$ cat config.mk
export PLATFORM = sky130hd
export DESIGN_NAME = haptic_wall_force_controller_core_flat
export DESIGN_NICKNAME = d
export VERILOG_FILES = /design/src/rtl/core/hwfc_pkg.sv /design/src/rtl/core/hwfc_if.sv /design/src/rtl/core/hwfc_divider.sv /design/src/rtl/core/hwfc_multiplier.sv /design/src/rtl/core/haptic_wall_force_controller_core.sv /design/src/flat_wrapper.sv
export SDC_FILE = /design/constraint.sdc
export NUM_CORES = 2
export LEC_CHECK = 0
export ABC_AREA = 1
export BUFFER_PORTS_ARGS = -buffer_cell sky130_fd_sc_hd__clkbuf_2
export CORE_ASPECT_RATIO = 1.75
export CORE_UTILIZATION = 59
export CTS_CLUSTER_DIAMETER = 50
export DETAILED_ROUTE_END_ITERATION = 10
export PLACE_DENSITY_LB_ADDON = 0.08
export SYNTH_ARGS = -nofsm -noshare
export SYNTH_HDL_FRONTEND = slang
export SYNTH_SLANG_ARGS = --single-unit
$ cat constraint.sdc
create_clock -name clock -period 9.8 [get_ports clock]
set_clock_uncertainty 0.2 [all_clocks]
set_input_delay 0.98 -clock clock [delete_from_list [all_inputs] [get_ports clock]]
set_output_delay 0.98 -clock clock [all_outputs]
set_load 0.02 [all_outputs]
$ cat src/rtl/core/hwfc_pkg.sv
// Shared types and constants for the haptic wall force controller
package hwfc_pkg;
   localparam int AngleBits = 12;
   localparam int FracBits = 8;
   localparam int GainBits = 16;
   localparam int ForceBits = 25;
   localparam int FiltBits = 34;
   localparam int ErrBits = 36;
   localparam int AccBits = 56;
   localparam int RegIdxBits = 3;
   localparam int CsrDataBits = 16;
   localparam int CurrentMax = 1200;
   localparam int ErrOffset = 3000;
   localparam int ErrDeadband = 1500;
   // divider width: numerator magnitude up to 2^36, quotient fits
   localparam int DivBits = 40;
   localparam int DivCntBits = 6;
   localparam int MulCntBits = 6;

   typedef enum logic [RegIdxBits-1:0] {
      REG_WALL_LOW   = 3'd0,
      REG_FREE_LOW   = 3'd1,
      REG_FREE_HIGH  = 3'd2,
      REG_WALL_HIGH  = 3'd3,
      REG_WALL_FMAX  = 3'd4,
      REG_ASSIST     = 3'd5,
      REG_PROP_GAIN  = 3'd6,
      REG_DERIV_GAIN = 3'd7
   } reg_idx_type;

   typedef enum logic [3:0] {
      ST_IDLE,
      ST_FILT_START,
      ST_FILT_WAIT,
      ST_RAMP_START,
      ST_RAMP_WAIT,
      ST_ERROR,
      ST_MUL_P_START,
      ST_MUL_P_WAIT,
      ST_MUL_D_START,
      ST_MUL_D_WAIT,
      ST_FINISH,
      ST_OUTPUT
   } state_type;
endpackage

$ cat src/rtl/core/hwfc_if.sv
// Valid/ready channel interfaces for request and response items
interface hwfc_req_if (input logic clock);
   logic valid;
   logic ready;
   logic [hwfc_pkg::AngleBits-1:0] angle;
   logic signed [hwfc_pkg::ForceBits-1:0] force_sample;
   modport source (output valid, angle, force_sample, input ready);
   modport sink (input valid, angle, force_sample, output ready);
endinterface

interface hwfc_rsp_if (input logic clock);
   logic valid;
   logic ready;
   logic signed [11:0] drive_current;
   logic signed [15:0] target_force;
   logic signed [hwfc_pkg::ForceBits-1:0] filtered_force;
   logic clamped;
   modport source (output valid, drive_current, target_force, filtered_force, clamped,
                   input ready);
   modport sink (input valid, drive_current, target_force, filtered_force, clamped,
                 output ready);
endinterface

$ cat src/rtl/core/hwfc_divider.sv
// Bit-serial unsigned restoring divider, one quotient bit per cycle
module hwfc_divider (
   input  logic clock,
   input  logic reset,
   input  logic start,
   input  logic [hwfc_pkg::DivBits-1:0] numer,
   input  logic [hwfc_pkg::DivBits-1:0] denom,
   output logic [hwfc_pkg::DivBits-1:0] quot,
   output logic done
);
   logic [hwfc_pkg::DivBits-1:0] quot_ff, quot_in;
   logic [hwfc_pkg::DivBits-1:0] rem_ff, rem_in;
   logic [hwfc_pkg::DivBits-1:0] den_ff, den_in;
   logic [hwfc_pkg::DivCntBits-1:0] cnt_ff, cnt_in;
   logic busy_ff, busy_in, done_ff, done_in;
   logic [hwfc_pkg::DivBits:0] trial;
   logic [hwfc_pkg::DivBits-1:0] shifted;

   always_comb begin
      shifted = {rem_ff[hwfc_pkg::DivBits-2:0], quot_ff[hwfc_pkg::DivBits-1]};
      trial = {1'b0, shifted} - {1'b0, den_ff};
      quot_in = quot_ff;
      rem_in = rem_ff;
      den_in = den_ff;
      cnt_in = cnt_ff;
      busy_in = busy_ff;
      done_in = 1'b0;
      if (start) begin
         quot_in = numer;
         rem_in = '0;
         den_in = denom;
         cnt_in = hwfc_pkg::DivCntBits'(hwfc_pkg::DivBits);
         busy_in = 1'b1;
      end else if (busy_ff) begin
         // shift in the next numerator bit, subtract when it fits
         if (!trial[hwfc_pkg::DivBits]) begin
            rem_in = trial[hwfc_pkg::DivBits-1:0];
         end else begin
            rem_in = shifted;
         end
         quot_in = {quot_ff[hwfc_pkg::DivBits-2:0], ~trial[hwfc_pkg::DivBits]};
         cnt_in = cnt_ff - 1'b1;
         if (cnt_ff == hwfc_pkg::DivCntBits'(1)) begin
            busy_in = 1'b0;
            done_in = 1'b1;
         end
      end
   end

   always_ff @(posedge clock) begin
      quot_ff <= quot_in;
      rem_ff <= rem_in;
      den_ff <= den_in;
      cnt_ff <= cnt_in;
      if (reset) begin
         busy_ff <= 1'b0;
         done_ff <= 1'b0;
      end else begin
         busy_ff <= busy_in;
         done_ff <= done_in;
      end
   end

   assign quot = quot_ff;
   assign done = done_ff;
endmodule

$ cat src/rtl/core/hwfc_multiplier.sv
// Shift-add signed multiplier: unsigned 16-bit gain by signed operand, one bit per cycle
module hwfc_multiplier (
   input  logic clock,
   input  logic reset,
   input  logic start,
   input  logic [hwfc_pkg::GainBits-1:0] gain,
   input  logic signed [hwfc_pkg::ErrBits:0] operand,
   output logic signed [hwfc_pkg::AccBits-1:0] product,
   output logic done
);
   logic signed [hwfc_pkg::AccBits-1:0] acc_ff, acc_in;
   logic signed [hwfc_pkg::AccBits-1:0] mcand_ff, mcand_in;
   logic [hwfc_pkg::GainBits-1:0] gain_ff, gain_in;
   logic [hwfc_pkg::MulCntBits-1:0] cnt_ff, cnt_in;
   logic busy_ff, busy_in, done_ff, done_in;

   always_comb begin
      acc_in = acc_ff;
      mcand_in = mcand_ff;
      gain_in = gain_ff;
      cnt_in = cnt_ff;
      busy_in = busy_ff;
      done_in = 1'b0;
      if (start) begin
         acc_in = '0;
         mcand_in = hwfc_pkg::AccBits'(operand);
         gain_in = gain;
         cnt_in = hwfc_pkg::MulCntBits'(hwfc_pkg::GainBits);
         busy_in = 1'b1;
      end else if (busy_ff) begin
         // add the shifted operand for each set gain bit
         if (gain_ff[0]) begin
            acc_in = acc_ff + mcand_ff;
         end
         mcand_in = mcand_ff <<< 1;
         gain_in = gain_ff >> 1;
         cnt_in = cnt_ff - 1'b1;
         if (cnt_ff == hwfc_pkg::MulCntBits'(1)) begin
            busy_in = 1'b0;
            done_in = 1'b1;
         end
      end
   end

   always_ff @(posedge clock) begin
      acc_ff <= acc_in;
      mcand_ff <= mcand_in;
      gain_ff <= gain_in;
      cnt_ff <= cnt_in;
      if (reset) begin
         busy_ff <= 1'b0;
         done_ff <= 1'b0;
      end else begin
         busy_ff <= busy_in;
         done_ff <= done_in;
      end
   end

   assign product = acc_ff;
   assign done = done_ff;
endmodule

$ cat src/rtl/core/haptic_wall_force_controller_core.sv
// Haptic wall force controller core: control tick sequencer and state registers
// One request item per control tick gives one response item. The tick runs as a
// sequence over a shared bit-serial divider (one quotient bit per cycle) and a
// shift-add multiplier (one gain bit per cycle): the force filter takes one
// division, a ramp angle a second, and the PD law two multiplications. Once the
// response is presented the core returns to idle, where it takes the next
// request, so it takes no new request before it is through with the last.
// Only one item is in flight; a response still waiting for its receiver holds
// the next item in the output state until it is taken.
// Configuration registers are written through the csr_ port at any edge with
// csr_write_enable high and are meant to be changed only while the core idles.
module haptic_wall_force_controller_core (
   input  logic clock,
   input  logic reset,
   hwfc_req_if.sink req,
   hwfc_rsp_if.source rsp,
   input  logic csr_write_enable,
   input  logic [hwfc_pkg::RegIdxBits-1:0] csr_index,
   input  logic [hwfc_pkg::CsrDataBits-1:0] csr_write_data
);
   localparam int AB = hwfc_pkg::AngleBits;
   localparam int FB = hwfc_pkg::FracBits;
   localparam int DB = hwfc_pkg::DivBits;
   localparam int EB = hwfc_pkg::ErrBits;
   localparam int PB = hwfc_pkg::AccBits;

   // configuration registers
   logic [11:0] wall_low_ff, free_low_ff, free_high_ff, wall_high_ff;
   logic [14:0] wall_fmax_ff, assist_ff;
   logic [15:0] prop_gain_ff, deriv_gain_ff;

   // persistent state
   logic [AB-1:0] last_angle_ff, last_angle_in;
   logic signed [hwfc_pkg::FiltBits-1:0] filt_ff, filt_in;
   logic signed [EB-1:0] last_err_ff, last_err_in;

   // per-item working registers
   hwfc_pkg::state_type state_ff, state_in;
   logic [AB-1:0] angle_ff, angle_in;
   logic signed [hwfc_pkg::ForceBits-1:0] force_ff, force_in;
   logic signed [16:0] target_ff, target_in;
   logic signed [EB-1:0] err_ff, err_in;
   logic signed [PB-1:0] acc_ff, acc_in;
   logic signed [11:0] cur_ff, cur_in;
   logic clamp_ff, clamp_in;
   logic rsp_valid_ff, rsp_valid_in;

   logic div_start, div_done, mul_start, mul_done;
   logic [DB-1:0] div_numer, div_denom, div_quot;
   logic [hwfc_pkg::GainBits-1:0] mul_gain;
   logic signed [EB:0] mul_operand;
   logic signed [PB-1:0] mul_product;

   // combinational helpers
   logic signed [AB+1:0] delta;
   logic signed [hwfc_pkg::FiltBits+2:0] filt_sum;
   logic [DB-1:0] filt_mag;
   logic left_ramp, wall_left, wall_right, free_zone;
   logic [12:0] ramp_span, ramp_dist;
   logic [DB-1:0] ramp_mag;
   logic signed [EB+1:0] err_raw, err_off;
   logic signed [PB-1:0] limit_pos;
   logic [PB-1:0] acc_mag;
   logic [PB-1:0] cur_mag;
   logic filt_neg_ff, filt_neg_in;

   hwfc_divider u_div (
      .clock(clock), .reset(reset), .start(div_start),
      .numer(div_numer), .denom(div_denom), .quot(div_quot), .done(div_done)
   );

   hwfc_multiplier u_mul (
      .clock(clock), .reset(reset), .start(mul_start),
      .gain(mul_gain), .operand(mul_operand), .product(mul_product), .done(mul_done)
   );

   // configuration writes
   always_ff @(posedge clock) begin
      if (reset) begin
         wall_low_ff <= 12'd2050;
         free_low_ff <= 12'd2350;
         free_high_ff <= 12'd3150;
         wall_high_ff <= 12'd3450;
         wall_fmax_ff <= 15'd25000;
         assist_ff <= 15'd5000;
         prop_gain_ff <= 16'd1966;
         deriv_gain_ff <= 16'd3277;
      end else if (csr_write_enable) begin
         unique case (hwfc_pkg::reg_idx_type'(csr_index))
            hwfc_pkg::REG_WALL_LOW:   wall_low_ff <= csr_write_data[11:0];
            hwfc_pkg::REG_FREE_LOW:   free_low_ff <= csr_write_data[11:0];
            hwfc_pkg::REG_FREE_HIGH:  free_high_ff <= csr_write_data[11:0];
            hwfc_pkg::REG_WALL_HIGH:  wall_high_ff <= csr_write_data[11:0];
            hwfc_pkg::REG_WALL_FMAX:  wall_fmax_ff <= csr_write_data[14:0];
            hwfc_pkg::REG_ASSIST:     assist_ff <= csr_write_data[14:0];
            hwfc_pkg::REG_PROP_GAIN:  prop_gain_ff <= csr_write_data;
            hwfc_pkg::REG_DERIV_GAIN: deriv_gain_ff <= csr_write_data;
            default: ;
         endcase
      end
   end

   // datapath decode
   always_comb begin
      // wrapped angle change
      delta = $signed({2'b00, angle_ff}) - $signed({2'b00, last_angle_ff});
      if (delta > $signed((AB+2)'(1 << (AB-1)))) begin
         delta = delta - $signed((AB+2)'(1 << AB));
      end else if (delta < -$signed((AB+2)'(1 << (AB-1)))) begin
         delta = delta + $signed((AB+2)'(1 << AB));
      end
      // filter numerator: old + 4 * force << frac, rounded magnitude
      filt_sum = (hwfc_pkg::FiltBits+3)'(filt_ff)
         + ((hwfc_pkg::FiltBits+3)'(force_ff) <<< (FB + 2));
      filt_mag = filt_sum[hwfc_pkg::FiltBits+2] ? DB'(-filt_sum) : DB'(filt_sum);
      wall_left = angle_ff <= wall_low_ff;
      wall_right = angle_ff >= wall_high_ff;
      free_zone = angle_ff >= free_low_ff && angle_ff <= free_high_ff;
      left_ramp = angle_ff < free_low_ff;
      ramp_span = left_ramp ? {1'b0, free_low_ff} - {1'b0, wall_low_ff}
                            : {1'b0, wall_high_ff} - {1'b0, free_high_ff};
      ramp_dist = left_ramp ? {1'b0, free_low_ff} - {1'b0, angle_ff}
                            : {1'b0, angle_ff} - {1'b0, free_high_ff};
      ramp_mag = DB'(wall_fmax_ff) * DB'(ramp_dist);
      // error with offset toward zero and deadband
      err_raw = ((EB+2)'(target_ff) <<< FB) - (EB+2)'(filt_ff);
      if (err_raw > 0) begin
         err_off = err_raw - (EB+2)'(hwfc_pkg::ErrOffset << FB);
      end else begin
         err_off = err_raw + (EB+2)'(hwfc_pkg::ErrOffset << FB);
      end
      if (err_off > -$signed((EB+2)'(hwfc_pkg::ErrDeadband << FB))
          && err_off < $signed((EB+2)'(hwfc_pkg::ErrDeadband << FB))) begin
         err_off = '0;
      end
      limit_pos = PB'(hwfc_pkg::CurrentMax) <<< (FB + hwfc_pkg::GainBits);
      acc_mag = acc_ff[PB-1] ? PB'(-acc_ff) : PB'(acc_ff);
      cur_mag = (acc_mag + (PB'(1) << (FB + hwfc_pkg::GainBits - 1)))
         >> (FB + hwfc_pkg::GainBits);
   end

   // next state
   always_comb begin
      state_in = state_ff;
      unique case (state_ff)
         hwfc_pkg::ST_IDLE:       if (req.valid) state_in = hwfc_pkg::ST_FILT_START;
         hwfc_pkg::ST_FILT_START: state_in = hwfc_pkg::ST_FILT_WAIT;
         hwfc_pkg::ST_FILT_WAIT: begin
            if (div_done) begin
               if (wall_left || wall_right || free_zone) begin
                  state_in = hwfc_pkg::ST_ERROR;
               end else begin
                  state_in = hwfc_pkg::ST_RAMP_START;
               end
            end
         end
         hwfc_pkg::ST_RAMP_START: state_in = hwfc_pkg::ST_RAMP_WAIT;
         hwfc_pkg::ST_RAMP_WAIT:  if (div_done) state_in = hwfc_pkg::ST_ERROR;
         hwfc_pkg::ST_ERROR:      state_in = hwfc_pkg::ST_MUL_P_START;
         hwfc_pkg::ST_MUL_P_START: state_in = hwfc_pkg::ST_MUL_P_WAIT;
         hwfc_pkg::ST_MUL_P_WAIT: if (mul_done) state_in = hwfc_pkg::ST_MUL_D_START;
         hwfc_pkg::ST_MUL_D_START: state_in = hwfc_pkg::ST_MUL_D_WAIT;
         hwfc_pkg::ST_MUL_D_WAIT: if (mul_done) state_in = hwfc_pkg::ST_FINISH;
         hwfc_pkg::ST_FINISH:     state_in = hwfc_pkg::ST_OUTPUT;
         hwfc_pkg::ST_OUTPUT: begin
            if (!rsp_valid_ff || rsp.ready) state_in = hwfc_pkg::ST_IDLE;
         end
         default: state_in = hwfc_pkg::ST_IDLE;
      endcase
   end

   // outputs and datapath updates
   always_comb begin
      angle_in = angle_ff;
      force_in = force_ff;
      last_angle_in = last_angle_ff;
      filt_in = filt_ff;
      filt_neg_in = filt_neg_ff;
      last_err_in = last_err_ff;
      target_in = target_ff;
      err_in = err_ff;
      acc_in = acc_ff;
      cur_in = cur_ff;
      clamp_in = clamp_ff;
      rsp_valid_in = rsp_valid_ff && !rsp.ready;
      req.ready = 1'b0;
      div_start = 1'b0;
      mul_start = 1'b0;
      div_numer = filt_mag + DB'(2);
      div_denom = DB'(5);
      mul_gain = prop_gain_ff;
      mul_operand = (EB+1)'(err_ff);
      unique case (state_ff)
         hwfc_pkg::ST_IDLE: begin
            req.ready = 1'b1;
            if (req.valid) begin
               angle_in = req.angle;
               force_in = req.force_sample;
            end
         end
         hwfc_pkg::ST_FILT_START: begin
            div_start = 1'b1;
            filt_neg_in = filt_sum[hwfc_pkg::FiltBits+2];
            // assist on the way back takes precedence, then walls, else zero
            if (wall_left && delta > 0) begin
               target_in = 17'(assist_ff);
            end else if (wall_right && delta < 0) begin
               target_in = -17'(assist_ff);
            end else if (wall_left) begin
               target_in = 17'(wall_fmax_ff);
            end else if (wall_right) begin
               target_in = -17'(wall_fmax_ff);
            end else begin
               target_in = '0;
            end
            last_angle_in = angle_ff;
         end
         hwfc_pkg::ST_FILT_WAIT: begin
            if (div_done) begin
               filt_in = filt_neg_ff ? -hwfc_pkg::FiltBits'(div_quot)
                                     : hwfc_pkg::FiltBits'(div_quot);
            end
         end
         hwfc_pkg::ST_RAMP_START: begin
            div_start = 1'b1;
            div_numer = ramp_mag + DB'(ramp_span >> 1);
            div_denom = DB'(ramp_span);
         end
         hwfc_pkg::ST_RAMP_WAIT: begin
            if (div_done) begin
               target_in = left_ramp ? 17'(div_quot) : -17'(div_quot);
            end
         end
         hwfc_pkg::ST_ERROR: begin
            err_in = EB'(err_off);
         end
         hwfc_pkg::ST_MUL_P_START: begin
            mul_start = 1'b1;
         end
         hwfc_pkg::ST_MUL_P_WAIT: begin
            if (mul_done) acc_in = mul_product;
         end
         hwfc_pkg::ST_MUL_D_START: begin
            mul_start = 1'b1;
            mul_gain = deriv_gain_ff;
            mul_operand = (EB+1)'(err_ff) - (EB+1)'(last_err_ff);
         end
         hwfc_pkg::ST_MUL_D_WAIT: begin
            if (mul_done) acc_in = acc_ff + mul_product;
         end
         hwfc_pkg::ST_FINISH: begin
            last_err_in = err_ff;
            if (acc_ff > limit_pos) begin
               cur_in = 12'(hwfc_pkg::CurrentMax);
               clamp_in = 1'b1;
            end else if (acc_ff < -limit_pos) begin
               cur_in = -12'(hwfc_pkg::CurrentMax);
               clamp_in = 1'b1;
            end else begin
               cur_in = acc_ff[PB-1] ? -12'(cur_mag) : 12'(cur_mag);
               clamp_in = 1'b0;
            end
         end
         hwfc_pkg::ST_OUTPUT: begin
            // present once the response slot is free
            if (!rsp_valid_ff || rsp.ready) rsp_valid_in = 1'b1;
         end
         default: ;
      endcase
   end

   logic signed [15:0] rsp_target_ff;
   logic signed [hwfc_pkg::ForceBits-1:0] rsp_filt_ff;
   logic signed [11:0] rsp_cur_ff;
   logic rsp_clamp_ff;

   always_ff @(posedge clock) begin
      angle_ff <= angle_in;
      force_ff <= force_in;
      target_ff <= target_in;
      err_ff <= err_in;
      acc_ff <= acc_in;
      cur_ff <= cur_in;
      clamp_ff <= clamp_in;
      filt_neg_ff <= filt_neg_in;
      if (state_ff == hwfc_pkg::ST_OUTPUT && (!rsp_valid_ff || rsp.ready)) begin
         rsp_target_ff <= target_ff[15:0];
         rsp_filt_ff <= filt_ff[FB +: hwfc_pkg::ForceBits];
         rsp_cur_ff <= cur_ff;
         rsp_clamp_ff <= clamp_ff;
      end
      if (reset) begin
         state_ff <= hwfc_pkg::ST_IDLE;
         last_angle_ff <= '0;
         filt_ff <= '0;
         last_err_ff <= '0;
         rsp_valid_ff <= 1'b0;
      end else begin
         state_ff <= state_in;
         last_angle_ff <= last_angle_in;
         filt_ff <= filt_in;
         last_err_ff <= last_err_in;
         rsp_valid_ff <= rsp_valid_in;
      end
   end

   assign rsp.valid = rsp_valid_ff;
   assign rsp.target_force = rsp_target_ff;
   assign rsp.filtered_force = rsp_filt_ff;
   assign rsp.drive_current = rsp_cur_ff;
   assign rsp.clamped = rsp_clamp_ff;
endmodule

$ cat src/flat_wrapper.sv
// flat-port wrapper written by rule: the top's interface ports become plain ports
module haptic_wall_force_controller_core_flat 
  (clock, reset, csr_write_enable, csr_index, csr_write_data, req_valid, req_angle, req_force_sample, req_ready, rsp_valid, rsp_drive_current, rsp_target_force, rsp_filtered_force, rsp_clamped, rsp_ready);
  hwfc_req_if req_i (.clock(clock));
  hwfc_rsp_if rsp_i (.clock(clock));
  input  logic clock;
  input  logic reset;
  input  logic csr_write_enable;
  input  logic [hwfc_pkg::RegIdxBits-1:0] csr_index;
  input  logic [hwfc_pkg::CsrDataBits-1:0] csr_write_data;
  input wire logic [$bits(req_i.valid)-1:0] req_valid;
  input wire logic [$bits(req_i.angle)-1:0] req_angle;
  input wire logic [$bits(req_i.force_sample)-1:0] req_force_sample;
  output wire logic [$bits(req_i.ready)-1:0] req_ready;
  output wire logic [$bits(rsp_i.valid)-1:0] rsp_valid;
  output wire logic [$bits(rsp_i.drive_current)-1:0] rsp_drive_current;
  output wire logic [$bits(rsp_i.target_force)-1:0] rsp_target_force;
  output wire logic [$bits(rsp_i.filtered_force)-1:0] rsp_filtered_force;
  output wire logic [$bits(rsp_i.clamped)-1:0] rsp_clamped;
  input wire logic [$bits(rsp_i.ready)-1:0] rsp_ready;
  assign req_i.valid = req_valid;
  assign req_i.angle = req_angle;
  assign req_i.force_sample = req_force_sample;
  assign req_ready = req_i.ready;
  assign rsp_valid = rsp_i.valid;
  assign rsp_drive_current = rsp_i.drive_current;
  assign rsp_target_force = rsp_i.target_force;
  assign rsp_filtered_force = rsp_i.filtered_force;
  assign rsp_clamped = rsp_i.clamped;
  assign rsp_i.ready = rsp_ready;
  haptic_wall_force_controller_core u_core (.clock(clock), .reset(reset), .req(req_i), .rsp(rsp_i), .csr_write_enable(csr_write_enable), .csr_index(csr_index), .csr_write_data(csr_write_data));
endmodule
==> results.md <==
- WL final: 177500 um
- Seq cells post-synth: 647
- Top Family by Delay on Critical Path: adder cells
- Commonest cells in the netlist: nand2_1 (1402), inv_1 (1111), nor2_1 (921)
- Synthesis-to-layout area growth: 8.884%
- FF-to-FF End: u_core.u_div.quot[27]
- FMAX: 108.8 MHz
- GRT overflow: 0
- Wire length per cell: 20.51 um
- Syn Inst Count: 7308
- Io pins: 117
- Placed cells: 8514
- Non-Filler Instances: 8655
- DRT antenna net count: 0
- CP arrival: 9400 ps
- Die ar.: 0.09130 mm^2
- Slew @ Worst Pin: 1412 ps
- Yosys top cell by area: edfxtp_1
- Final instance area: 0.05785 mm^2
- R2R Setup Slk: 610 ps
- Reg-to-reg startpoint: u_core.angle_ff[2]
- Yosys top cell area share: 0.1916
- Critical path launch point: u_core.angle_ff[2]
- CP endpoint kind: flip-flop
- Dpl cell area: 0.05529 mm^2
- Initial antenna violation count: 9
- Number of global-route vias before repair: 49.20k
- Layout cells sized above 1: 0.06488
- Max-slew violation count: 0
- Final Critical Period: 9195 ps
- HPWL Detailed: 141800 um
- Hold Crit Depth: 0
- TritonCTS Sinks: 647
- First-pass GRT wire length: 269400 um
- CP Max Fanout: 9
- Critical path depth: 42
- CP required: 10010 ps
- YS warnings: 0
- CTS root buf: clkbuf_16
- Clock-pin slew on the worst setup and hold paths: 60 ps
- Max-cap violation count: 0
- Final #Nets: 8051
- Async SR Flop Fraction: 0
- R2R depth: 42
- GRT Total Usage: 0.3840
- First-pass detailed-route iteration total: 6
- Detailed-route via count: 50.19k
- CP Launch Type: flip-flop
- CTS tree: done
- Largest net degree at the start of global routing: 108
- Crit path buffers/inverters: 7
- Synthesized cell area: 0.05313 mm^2
- Clock Latency Late Sink: 690 ps
- Fin crit share: 0.9382
- Core Region: 0.08926 mm^2
- Top-count cell post-synth: nand2_1
- Die H: 399.0 um
- Rows: 145
- Hold Crit Class: flip-flop to flip-flop
- Initial core utilization: 0.5952
- Net count after synthesis: 7945
- Status: complete, no violations
- DR iter-0 viols: 3416
- Netlist cell types: 68
- Most common cell on crit path: o21ai_0
- Hold buffer count at CTS: 0
- Max Root-Sink Buffers: 3
- CTS Buf Count: 73
- Share of the yosys chip area belonging to registers: 0.3077
- GP Congestion: 1.018
- Fill count: 8206
- EDFF count, synth: 339
- Hold Fails Final Rpt: 0
- Slew Limit Headroom: 0.04680
- Port buffer count: 116
- Avg Cell Area, Syn: 7.270 um^2
- Critical-path top delay cell: fa_1
- Worst setup endpoint: u_core.u_div.quot[27]
- Main synth FF type: edfxtp_1
- Via density: 5.799
- Clock H-tree levels: 3
- Kind of critical path: flip-flop to flip-flop
- Synth top area cells: edfxtp_1 (19%), dfxtp_1 (12%), nand2_1 (9.9%)
- Crit path largest cell delay: 550 ps
- Number of setup violations in the final report: 0
- Die width: 228.8 um
- Number of remaining DRC errors: 0
## per-stage QoR
stage | setup TNS [ps] | worst slack [ps] | hold slack (ps) | utilization
final | 0 | 605.3 | 222.1 | 0.6481
after global routing | -86.78 | -62.72 | 226.7 | 0.6480
after floorplan | 0 | 320.9 | 200.3 | -
after detailed placement | 0 | 218.2 | 204.5 | 0.6194
after CTS | 0 | 171.0 | 220.6 | 0.6475
after global placement | 0 | 316.7 | 201.2 | 0.6194
## state kept, by name (all words and copies together) (netlist names), 17 cells and up
register / count
u_core.u_div.quot: 40
u_core.filt_ff: 34
u_core.err_ff: 36
u_core.target_ff: 17
u_core.u_mul.mcand_ff: 56
u_core.u_div.rem_ff: 39
u_core.acc_ff: 56
u_core.rsp.filtered_force: 25
u_core.last_err_ff: 36
u_core.force_ff: 25
u_core.u_mul.product: 56
## worst min-delay path by stage
stage,slack (ps),start,end
floorplan,200,u_core.clamp_ff,u_core.rsp.clamped
global placement,200,u_core.cur_ff[6],u_core.rsp.drive_current[6]
detailed placement,200,u_core.cur_ff[1],u_core.rsp.drive_current[1]
CTS,220,u_core.cur_ff[6],u_core.rsp.drive_current[6]
global route,230,u_core.cur_ff[11],u_core.rsp.drive_current[11]
finish,220,u_core.cur_ff[11],u_core.rsp.drive_current[11]
## layout by cell type, fill, tap and decap left out, drive strengths merged, types with 115 or more instances in the layout
master and instances:
nand2 1423, inv 1141, nor2 949, a21oi 608, o21ai 574, ha 413, edfxtp 339, dfxtp 308
nand3 296, clkbuf 203, xor2 184, fa 163, xnor2 115
## cell type report
| class | instances | area (um^2) | area share |
|---|---|---|---|
| Clock inverter | 49 | 545.5 | 0.009431 |
| Timing Repair Buffer | 221 | 1389 | 0.02401 |
| Sequential cell | 647 | 16350 | 0.2826 |
| Multi-Input combinational cell | 5331 | 31840 | 0.5504 |
| Antenna cell | 4 | 10.01 | 0.0001730 |
| Clock buffer | 87 | 1963 | 0.03394 |
| Tap cell | 1176 | 1471 | 0.02544 |
| Inverter | 1140 | 4282 | 0.07402 |
## metal layers
metal | vias to the layer above | wire (um) | GRT usage
met5 | - | 29 | 0
li1 | 24334 | - | -
met3 | 678 | 9798 | 0.05221
met2 | 1779 | 91110 | 0.7139
met4 | 4 | 17290 | 0.3277
met1 | 23396 | 59250 | 0.3733
## cells by family after synthesis
group | Yosys count | synth area share
XOR/XNOR | 299 | 0.04943
multiplexers | 4 | 0.0007537
flip-flops | 647 | 0.3077
AND/OR/NAND/NOR | 2915 | 0.2273
buffers and inverters | 1330 | 0.09498
adder cells (fa/ha/maj) | 576 | 0.1587
AO/OA/AOI/OAI | 1537 | 0.1612
## what timing repair did
action,4_1_cts,5_1_grt
setup endpoints to repair,0,4
setup buffers,0,1
gates resized for setup,0,19
Power is left out: the tool's default activity adds up to more than one toggle a clock period on the data nets, which glitch-free logic cannot reach.
